File: config.mk
export PLATFORM = sky130hd
export DESIGN_NAME = time_range_stamp_parser
export DESIGN_NICKNAME = d
export VERILOG_FILES = /design/src/sv/trsp_pkg.sv /design/src/sv/trsp_core.sv /design/src/sv/time_range_stamp_parser.sv
export SDC_FILE = /design/constraint.sdc
export NUM_CORES = 1
export LEC_CHECK = 0
export BUFFER_PORTS_ARGS = -buffer_cell sky130_fd_sc_hd__buf_2
export CAP_MARGIN = 20
export CORE_MARGIN = 3
export CORE_UTILIZATION = 55
export CTS_CLUSTER_DIAMETER = 200
export DETAILED_ROUTE_END_ITERATION = 8
export PLACE_DENSITY = 0.77
export RECOVER_POWER = 25
export SYNTH_ARGS = -nofsm -noshare
export SYNTH_HDL_FRONTEND = slang
export SYNTH_SLANG_ARGS = --single-unit
File: constraint.sdc
create_clock -name clock -period 9.8 [get_ports clock]
set_input_delay 0.49 -clock clock [delete_from_list [all_inputs] [get_ports clock]]
set_output_delay 0.49 -clock clock [all_outputs]
set_load 0.1 [all_outputs]
File: src/sv/trsp_pkg.sv
// ----------------------------------------------------------------------------
// trsp_pkg
// Shared types, character codes and status codes of the time range stamp
// parser.
// ----------------------------------------------------------------------------
package trsp_pkg;

   localparam int CH_W     = 8;
   localparam int STATUS_W = 2;
   localparam int MS_W     = 36;
   localparam int OFFSET_W = 13;

   localparam logic [STATUS_W-1:0] ST_OK   = 2'd0;
   localparam logic [STATUS_W-1:0] ST_BAD  = 2'd1;
   localparam logic [STATUS_W-1:0] ST_OVER = 2'd2;

   localparam logic [CH_W-1:0] CH_COLON = 8'h3A;
   localparam logic [CH_W-1:0] CH_DOT   = 8'h2E;
   localparam logic [CH_W-1:0] CH_DASH  = 8'h2D;
   localparam logic [CH_W-1:0] CH_TAB   = 8'h09;
   localparam logic [CH_W-1:0] CH_LF    = 8'h0A;
   localparam logic [CH_W-1:0] CH_VT    = 8'h0B;
   localparam logic [CH_W-1:0] CH_FF    = 8'h0C;
   localparam logic [CH_W-1:0] CH_CR    = 8'h0D;
   localparam logic [CH_W-1:0] CH_SPACE = 8'h20;
   localparam logic [CH_W-1:0] CH_ZERO  = 8'h30;
   localparam logic [CH_W-1:0] CH_NINE  = 8'h39;

   localparam logic [15:0] MS_PER_MIN = 16'd60000;
   localparam logic [15:0] MS_PER_SEC = 16'd1000;

   typedef struct packed {
      logic [CH_W-1:0] ch;
      logic            line_start;
      logic            is_end;
   } item_type;

   typedef struct packed {
      logic [STATUS_W-1:0] status;
      logic [MS_W-1:0]     from_ms;
      logic [MS_W-1:0]     to_ms;
      logic [OFFSET_W-1:0] text_offset;
   } result_type;

   function automatic logic is_blank(input logic [CH_W-1:0] c);
      return (c == CH_SPACE) || (c == CH_TAB) || (c == CH_LF) || (c == CH_CR) ||
             (c == CH_VT) || (c == CH_FF);
   endfunction

   function automatic logic is_digit(input logic [CH_W-1:0] c);
      return (c >= CH_ZERO) && (c <= CH_NINE);
   endfunction

endpackage

File: src/sv/trsp_core.sv
// ----------------------------------------------------------------------------
// trsp_core
// Parser state and the per-character update; time sums are built up as each
// field closes so the final tab needs one add.
// ----------------------------------------------------------------------------
module trsp_core #(
   parameter int DIGIT_LIMIT = 6,
   parameter int LINE_MAX    = 4096
) (
   input  logic                   clock,
   input  logic                   reset,
   input  logic                   step,
   input  trsp_pkg::item_type     item,
   output logic                   emit,
   output trsp_pkg::result_type   result
);
   import trsp_pkg::*;

   localparam int ACC_W = $clog2(10**DIGIT_LIMIT);
   localparam int CNT_W = $clog2(DIGIT_LIMIT + 2);
   localparam int POS_W = $clog2(LINE_MAX + 1);

   localparam logic [3:0] PH_LEAD     = 4'd0;
   localparam logic [3:0] PH_FA       = 4'd1;
   localparam logic [3:0] PH_FS_NEED  = 4'd2;
   localparam logic [3:0] PH_FS       = 4'd3;
   localparam logic [3:0] PH_FMS_NEED = 4'd4;
   localparam logic [3:0] PH_FMS      = 4'd5;
   localparam logic [3:0] PH_TA_NEED  = 4'd6;
   localparam logic [3:0] PH_TA       = 4'd7;
   localparam logic [3:0] PH_TS_NEED  = 4'd8;
   localparam logic [3:0] PH_TS       = 4'd9;
   localparam logic [3:0] PH_TMS_NEED = 4'd10;
   localparam logic [3:0] PH_TMS      = 4'd11;

   logic [3:0]       phase_ff, phase_in, e_phase;
   logic             skip_ff, skip_in, e_skip;
   logic [ACC_W-1:0] acc_ff, acc_in, e_acc;
   logic [CNT_W-1:0] cnt_ff, cnt_in, e_cnt, cnt_inc;
   logic [MS_W-1:0]  from_ff, from_in, e_from;
   logic [MS_W-1:0]  to_ff, to_in, e_to;
   logic [POS_W-1:0] pos_ff, pos_in, e_pos, pos_inc;
   logic             fin_ff, fin_in, e_fin;

   logic [CH_W-1:0]    c;
   logic [3:0]         digit;
   logic [ACC_W+3:0]   acc_x10;
   logic               use_min;
   logic [MS_W-1:0]    scaled;
   logic [MS_W-1:0]    acc_ext;
   logic               term;

   always_comb begin
      c       = item.ch;
      digit   = 4'(c - CH_ZERO);
      e_phase = item.line_start ? PH_LEAD : phase_ff;
      e_skip  = item.line_start ? 1'b0 : skip_ff;
      e_acc   = item.line_start ? '0 : acc_ff;
      e_cnt   = item.line_start ? '0 : cnt_ff;
      e_from  = item.line_start ? '0 : from_ff;
      e_to    = item.line_start ? '0 : to_ff;
      e_pos   = item.line_start ? '0 : pos_ff;
      e_fin   = item.line_start ? 1'b0 : fin_ff;
      cnt_inc = e_cnt + CNT_W'(1);
      pos_inc = e_pos + POS_W'(1);
      acc_x10 = ({4'd0, e_acc} << 3) + ({4'd0, e_acc} << 1) + (ACC_W+4)'(digit);
      acc_ext = MS_W'(e_acc);
      use_min = (c == CH_COLON);
      scaled  = MS_W'(acc_ext * MS_W'(use_min ? MS_PER_MIN : MS_PER_SEC));

      case (e_phase)
         PH_FA, PH_TA: term = (c == CH_COLON) || (c == CH_DOT);
         PH_FS, PH_TS: term = (c == CH_DOT);
         PH_FMS:       term = (c == CH_DASH);
         PH_TMS:       term = (c == CH_TAB);
         default:      term = 1'b0;
      endcase

      phase_in = e_phase;
      skip_in  = e_skip;
      acc_in   = e_acc;
      cnt_in   = e_cnt;
      from_in  = e_from;
      to_in    = e_to;
      pos_in   = e_pos;
      fin_in   = e_fin;
      emit     = 1'b0;
      result   = '0;

      if (!e_fin) begin
         if (item.is_end || (e_pos >= POS_W'(LINE_MAX))) begin
            emit          = 1'b1;
            result.status = ST_BAD;
         end else begin
            pos_in = pos_inc;
            case (e_phase)
               PH_LEAD, PH_FS_NEED, PH_FMS_NEED, PH_TA_NEED, PH_TS_NEED,
               PH_TMS_NEED: begin
                  if ((e_phase == PH_LEAD) && is_blank(c)) begin
                     phase_in = e_phase;
                  end else if (!is_digit(c)) begin
                     emit          = 1'b1;
                     result.status = ST_BAD;
                  end else begin
                     acc_in   = ACC_W'(digit);
                     cnt_in   = CNT_W'(1);
                     skip_in  = 1'b0;
                     phase_in = e_phase + 4'd1;
                  end
               end
               PH_FA, PH_FS, PH_FMS, PH_TA, PH_TS, PH_TMS: begin
                  if (!term) begin
                     if (e_skip) begin
                        skip_in = 1'b1;
                     end else if (!is_digit(c)) begin
                        skip_in = 1'b1;
                     end else if (cnt_inc > CNT_W'(DIGIT_LIMIT)) begin
                        emit          = 1'b1;
                        result.status = ST_OVER;
                     end else begin
                        cnt_in = cnt_inc;
                        acc_in = ACC_W'(acc_x10);
                     end
                  end else begin
                     case (e_phase)
                        PH_FA: begin
                           from_in  = scaled;
                           phase_in = use_min ? PH_FS_NEED : PH_FMS_NEED;
                        end
                        PH_FS: begin
                           from_in  = e_from + scaled;
                           phase_in = PH_FMS_NEED;
                        end
                        PH_FMS: begin
                           from_in  = e_from + acc_ext;
                           phase_in = PH_TA_NEED;
                        end
                        PH_TA: begin
                           to_in    = scaled;
                           phase_in = use_min ? PH_TS_NEED : PH_TMS_NEED;
                        end
                        PH_TS: begin
                           to_in    = e_to + scaled;
                           phase_in = PH_TMS_NEED;
                        end
                        default: begin
                           emit               = 1'b1;
                           result.status      = ST_OK;
                           result.from_ms     = e_from;
                           result.to_ms       = e_to + acc_ext;
                           result.text_offset = OFFSET_W'(pos_inc);
                        end
                     endcase
                  end
               end
               default: begin
                  emit          = 1'b1;
                  result.status = ST_BAD;
               end
            endcase
         end
         if (emit) begin
            fin_in = 1'b1;
         end
      end
   end

   always_ff @(posedge clock) begin
      if (reset) begin
         phase_ff <= PH_LEAD;
         skip_ff  <= 1'b0;
         acc_ff   <= '0;
         cnt_ff   <= '0;
         from_ff  <= '0;
         to_ff    <= '0;
         pos_ff   <= '0;
         fin_ff   <= 1'b0;
      end else if (step) begin
         phase_ff <= phase_in;
         skip_ff  <= skip_in;
         acc_ff   <= acc_in;
         cnt_ff   <= cnt_in;
         from_ff  <= from_in;
         to_ff    <= to_in;
         pos_ff   <= pos_in;
         fin_ff   <= fin_in;
      end
   end

endmodule

File: src/sv/time_range_stamp_parser.sv
// ----------------------------------------------------------------------------
// time_range_stamp_parser
// Parses a leading "[M:]S.MS-[M:]S.MS<tab>" time range from a character
// stream and reports both times in milliseconds.
// ----------------------------------------------------------------------------
// Usage:
//   req_* carries one character item per handshake (req_valid/req_ready),
//   with req_line_start marking the first character of a line and req_is_end
//   marking the terminator. rsp_* carries at most one result per line
//   (rsp_valid/rsp_ready): status, from_ms, to_ms and text_offset.
//   An accepted item is held in the input register and processed against the
//   parser state when the output register is empty or being read; any result
//   is loaded into the output register at that edge, which raises rsp_valid.
//   Throughput is one item per cycle unless an unread result stalls it; the
//   per-character update, one constant multiply and one add, sets the cycle.
//   Reset clears the parser to the line start state; no line_start is needed
//   for the first line.
//   While rsp_valid is high and rsp_ready is low the held item waits, so
//   req_ready drops once the input register is also full; nothing is lost.
// ----------------------------------------------------------------------------
module time_range_stamp_parser #(
   parameter int DIGIT_LIMIT = 6,
   parameter int LINE_MAX    = 4096
) (
   input  logic                               clock,
   input  logic                               reset,
   input  logic                               req_valid,
   output logic                               req_ready,
   input  logic [trsp_pkg::CH_W-1:0]          req_ch,
   input  logic                               req_line_start,
   input  logic                               req_is_end,
   output logic                               rsp_valid,
   input  logic                               rsp_ready,
   output logic [trsp_pkg::STATUS_W-1:0]      rsp_status,
   output logic [trsp_pkg::MS_W-1:0]          rsp_from_ms,
   output logic [trsp_pkg::MS_W-1:0]          rsp_to_ms,
   output logic [trsp_pkg::OFFSET_W-1:0]      rsp_text_offset
);
   import trsp_pkg::*;

   logic       in_valid_ff, in_valid_in;
   item_type   item_ff;
   logic       out_valid_ff, out_valid_in;
   result_type out_ff;
   logic       advance;
   logic       emit;
   result_type result;

   assign advance   = in_valid_ff && (!out_valid_ff || rsp_ready);
   assign req_ready = !in_valid_ff || advance;

   always_comb begin
      if (req_valid && req_ready) begin
         in_valid_in = 1'b1;
      end else if (advance) begin
         in_valid_in = 1'b0;
      end else begin
         in_valid_in = in_valid_ff;
      end
      if (advance && emit) begin
         out_valid_in = 1'b1;
      end else if (rsp_ready) begin
         out_valid_in = 1'b0;
      end else begin
         out_valid_in = out_valid_ff;
      end
   end

   trsp_core #(
      .DIGIT_LIMIT (DIGIT_LIMIT),
      .LINE_MAX    (LINE_MAX)
   ) u_core (
      .clock  (clock),
      .reset  (reset),
      .step   (advance),
      .item   (item_ff),
      .emit   (emit),
      .result (result)
   );

   always_ff @(posedge clock) begin
      if (reset) begin
         in_valid_ff  <= 1'b0;
         out_valid_ff <= 1'b0;
      end else begin
         in_valid_ff  <= in_valid_in;
         out_valid_ff <= out_valid_in;
      end
   end

   always_ff @(posedge clock) begin
      if (req_valid && req_ready) begin
         item_ff.ch         <= req_ch;
         item_ff.line_start <= req_line_start;
         item_ff.is_end     <= req_is_end;
      end
      if (advance && emit) begin
         out_ff <= result;
      end
   end

   assign rsp_valid       = out_valid_ff;
   assign rsp_status      = out_ff.status;
   assign rsp_from_ms     = out_ff.from_ms;
   assign rsp_to_ms       = out_ff.to_ms;
   assign rsp_text_offset = out_ff.text_offset;

endmodule

Yosys cells after proc, flatten, opt, wreduce, memory -nomap -nowiden
Cells that the tools add are included.

storage, ports and cells
  bits in registers = 213
  output and inout port bits = 89

operators by class
  multiply operators = 1
  mux-type cells = 81
  bitwise logic cells = 2
  add/subtract/negate cells = 10
  reduce and logical (&&, ||, !) cells = 26
  $lt $le $gt $ge = 4
  eq/ne operators = 20

operators by type and width
  operator               number
  $mux 36                10
  $mux 20                9
  $pmux 36 s3            1
  $add 36x20->36         2
  $add 36x36->36         2
  $pmux 36 s2            1
  $eq 8x4->1 const B     5
  $pmux 20 s2            1
  $mux 13                3
  $mul 20x16->36         1
  $eq 8x6->1 const B     4
  $mux 3                 10
  $mux 1                 26
  $mux 4                 6
  $add 20x20->20         1
  $add 20x4->20          1
  $pmux 4 s5             1
  $eq 4x3->1 const B     4
  $eq 4x4->1 const B     4
  $mux 16                1
  $add 13x1->13 const B  1
  $ge 13x13->1 const B   1
  $mux 2                 6
  $reduce_or 6->1        2
  other kinds (22)       41

Logic depth before layout (Yosys ltp)
  word-level depth = 14
  depth in mapped cells = 39
  gate-level depth less buffers = 36

By module
Synthesis repeated with hierarchy kept, for this count alone.

second synthesis, totals
  cell total of the unflattened synthesis = 2658
  area total of the unflattened synthesis = 22773.1 sq um

by module, submodules not included
  module                   cells an instance  seq. area each (sq um)  area an instance (sq um)  instances
  trsp_core                2550               2282.2                  19757.7                   1
  time_range_stamp_parser  108                2952.8                  3015.4                    1

Worst setup path after synthesis
Ideal clock, no wire load.

  path type = reg2reg
  from = register item_ff[8] (netlist bit)
  to = register u_core.from_ff[34]
  buffers on the path = 3
  slack = 1.074 ns
  period minus slack after synthesis = 8.726 ns
  arrival time = 8.611 ns
  cell stages (with the launch flop) = 35
  library setup time = 0.115 ns
  path through = edfxtp_1 -> nand4bb_1 -> or4b_2 -> clkbuf_1 -> clkbuf_1 -> nand2_1 -> inv_1 -> fa_1 -> ha_1 -> inv_1 -> fa_1 -> fa_1 -> inv_1 -> fa_1 -> ha_1 -> ha_1 -> a21o_1 -> or3_1 -> o21ba_2 -> a31o_2 -> a211o_1 -> a21oi_1 -> xnor2_1 -> and2_1 -> ha_1 -> clkbuf_1 -> and2_1 -> a2111oi_0 -> o311ai_1 -> a21o_1 -> o21bai_1 -> a311oi_1 -> xor2_1 -> o221ai_1 -> o21a_1

on the way
  longest elaborated chain between the ends = 9
  elaborated cells on any way between the ends = 14
  those cells by class = add/sub: 1; mul: 1; eq/ne: 4; mux: 7; reduce/logical: 1

ends and longest elaborated chain
  item                  RTL line                          RTL
  from (decl)           time_range_stamp_parser.sv:42     item_type item_ff;
  $eq 8x6->1            trsp_core.sv:68, trsp_core.sv:72
  $mux 16               trsp_core.sv:69                   scaled = MS_W'(acc_ext * MS_W'(use_min ? MS_PER_MIN : MS_PER_SEC));
  $mul 20x16->36        trsp_core.sv:69
  $add 36x36->36        trsp_core.sv:131                  from_in = e_from + scaled;
  $pmux 36 s3           trsp_core.sv:125                  case (e_phase)
  $mux 36 *             trsp_core.sv:112                  if (!term) begin
  $mux 36 *             trsp_core.sv:96                   case (e_phase)
  $mux 36 *             trsp_core.sv:91                   if (item.is_end || (e_pos >= POS_W'(LINE_MAX))) begin
  $mux 36 *             trsp_core.sv:90                   if (!e_fin) begin
  to (signal assigned)  trsp_core.sv:183                  from_ff <= from_in;
  to (decl)             trsp_core.sv:40                   logic [MS_W-1:0] from_ff, from_in, e_from;

Mark *: on every way between the ends. The rest lies on a longest branch, timed or not.
A chain may end at the register's enable or synchronous reset.

Final worst setup path
Ends and elaborated chain as after synthesis.

==> impl_metrics.csv <==
group,metric,value,unit
run_status,status,"complete, but fails checks",
run_status,violations,"max-capacitance violations, max-slew violations",
clock_tree,clkTransAtPathRegs,60,ps
worst_hold_path,min_path_type,"input port to flip-flop",
logic_synthesis,synth_area,22450,µm²
place,dpl.hpwl,53.27,mm
sta,timing.fmax,0.1082,GHz
cells_and_area,fin_nets,3142,
route,met3_length,6.261,mm
route,met2_length,31.28,mm
critical_path,crit_buf_inv,4,
logic_synthesis,avgSynthCellArea,8.533,µm²
sta,hold_viol_final,0,
sta,finalSetupViolations,0,
cells_and_area,antenna_cells,0,
logic_synthesis,synth_nets,3051,
critical_path,r2r_slack,560,ps
route,via_per_inst,6.188,
cells_and_area,fillers,3495,
floorplanning,die_y,208.0,µm
floorplanning,die_area,43280,µm²
clock_tree,cts_tree,"done",
critical_path,crit_path_start_kind,"flip-flop",
critical_path,critPathMaxStageDelay,690,ps
clock_tree,cts_hold_buf,0,
power,power,0.002225,W
sta,rsz0062_at_grt,"no",
power,p_leak,11.72,nW
critical_path,end_kind,"flip-flop",
route,ant_nets,0,
cells_and_area,seq_area,5235,µm²
logic_synthesis,synth.yosys.seq_area_share,23.32,%
logic_synthesis,synth_edf_count,97,
global_routing,grt_max_degree,106,
floorplanning,rows,73,
clock_tree,clk-insertion-delay-late,580,ps
route,vias,20220,
clock_tree,post_cts_resized,0,
cells_and_area,drive_gt1_share,5.468,%
floorplanning,initial_core_util,56.12,%
critical_path,cpLargestDelayFamily,"adder cells",
floorplanning,fp.dieW,208.0,µm
sta,worstMarginPinSlew,2595,ps
logic_synthesis,synthFlopType,"dfxtp_1",
logic_synthesis,ys_ff_latch,213,
route,wire_per_inst,21.19,µm
sta,fin_crit_sh,94.31,%
critical_path,cp.required,10270,ps
sta,final.min_clock_period,9243,ps
route,highest_layer,"met4",
logic_synthesis,synth_warnings,0,
logic_synthesis,synth_top_area_share,14.99,%
global_routing,grt_antenna_before_repair,1,
global_routing,first_global_vias,20250,
clock_tree,h-tree-depth,1,
sta,max-slew-margin-rel,-73.00,%
flow_run,max_cap_viol_count,1,
critical_path,worst_path_max_delay_cell,"or4b_2",
clock_tree,cts_buffers,27,
route,drt-met1-wl,29.05,mm
clock_tree,clockBufferDepth,3,
sta,report.final.slew_viol_count,48,
sta,tns,0,ps
logic_synthesis,ys_types,93,
clock_tree,cts_root_buffer,"clkbuf_16",
power,ir_drop,0.1301,mV
route,first_pass_iters,6,
place,numPortBuffers,102,
cells_and_area,multi_input_area,15800,µm²
clock_tree,cts_sinks,213,
route,wl,69.26,mm
cells_and_area,area_growth,8.850,%
logic_synthesis,yosysTopAreaCell,"ha_1",
critical_path,cp.arrival,9710,ps
route,drt_iter0_drc,1766,
floorplanning,ioPinCount,103,
floorplanning,core,40010,µm²
critical_path,worstSetupPathType,"flip-flop to flip-flop",
power,powerDensity,91.06,nW/µm²
logic_synthesis,synth_area_leaders,"ha_1, edfxtp_1, fa_1",
logic_synthesis,syn_inst,2631,
clock_tree,post_cts_buffers,0,
sta,fin_skew,16.61,ps
global_routing,globalRouteTotalUtil,31.32,%
critical_path,worstPathMaxFanout,38,
route,route.detailed.drc,0,
place,gp_congestion,0.9707,
global_routing,overflow,0,
global_routing,grt_pass1_wl,109.7,mm
logic_synthesis,synth-async-reset-ratio,0,%
==> flip-flops by register name, summed over array words and instances (netlist names) <==
name and cells:
u_core.phase_ff 4, u_core.acc_ff 20, u_core.to_ff 36, u_core.skip_ff 1, rsp_text_offset 13, u_core.from_ff 36
in_valid_ff 1, u_core.fin_ff 1, u_core.cnt_ff 3, item_ff 10, rsp_to_ms 36, u_core.pos_ff 13
rsp_valid 1, rsp_status 2, rsp_from_ms 36
==> stage by stage <==
step | util (%) | hold WS, ps | std cells | cell area (µm²) | setup WS (ps)
floorplan | - | 421.4 | 2631 | 22450 | 1074
global placement | 59.19 | 434.4 | 3217 | 23680 | 714.4
detailed placement | 59.19 | 444.9 | 3217 | 23680 | 664.8
CTS | 61.31 | 65.45 | 3267 | 24530 | 629.3
global route | 61.09 | 67.42 | 3268 | 24440 | 48.01
finish | 61.09 | 87.63 | 3268 | 24440 | 557.3
==> layout make-up <==
type | instances | share of cell area (%)
Inverter | 278 | 4.270
Timing Repair Buffer | 158 | 3.471
Multi-Input combinational cell | 2044 | 64.67
Sequential cell | 213 | 21.42
Clock buffer | 34 | 2.872
Tap cell | 525 | 2.688
Clock inverter | 16 | 0.6093
==> cell usage after synthesis, types with 11 or more instances <==
master	count
a22oi_1	47
nand2_1	216
nand3_1	37
o21ai_0	109
nor2b_1	82
o211ai_1	16
a21oi_1	159
a211oi_1	18
o22ai_1	18
a311oi_1	11
or3_1	12
nor2_1	266
a22o_1	11
xnor2_1	94
a21o_1	80
inv_1	275
edfxtp_1	97
o21a_1	21
clkbuf_1	76
and2_1	50
and3_1	21
buf_2	11
a32oi_1	11
o21ai_1	30
nand2b_1	19
a31oi_1	26
nor3_1	54
fa_1	137
xor2_1	51
ha_1	269
dfxtp_1	116
o21bai_1	12
==> power by group <==
group	internal (W)	switching (W)	leakage [nW]
Sequential	0.000955	0.0000139	1.84
Clock	0.000562	0.000424	0.413
Combinational	0.0000456	0.000224	9.46
Total	0.00156	0.000662	11.7
==> routing by layer <==
metal,up-vias,GRT usage [%]
met1,9644,42.19
met5,-,0
li1,9415,-
met4,0,10.97
met3,202,5.850
met2,961,50.80
==> worst paths after layout <==
path / cells past startpoint / to / start
max: 32 / u_core.from_ff[34] / item_ff[8]
min: 1 / item_ff[9] / req_ch[7]
max reg2reg: 32 / u_core.from_ff[34] / item_ff[8]
min reg2reg: 1 / u_core.to_ff[0] / u_core.to_ff[0]
==> logic make-up after synthesis <==
family	count (synthesis)	synth area share, %
compound gates	677	20.19
xor+xnor	145	5.656
fa+ha+maj	406	27.21
buf+inv	374	6.347
flops	213	23.32
mux	3	0.1338
simple gates	813	17.15
==> cell usage in the layout, fill, tap and decap left out, types with 37 or more instances in the layout <==
cell type and instances:
a21o_1 80, a21oi_1 159, a22oi_1 47, and2_1 48, buf_4 54, clkbuf_1 86, dfxtp_1 116, edfxtp_1 97
fa_1 137, ha_1 269, inv_1 275, nand2_1 216, nand3_1 37, nor2_1 264, nor2b_1 82, nor3_1 54
o21ai_0 109, xnor2_1 94, xor2_1 51
Power figures use the tool's default switching activity.
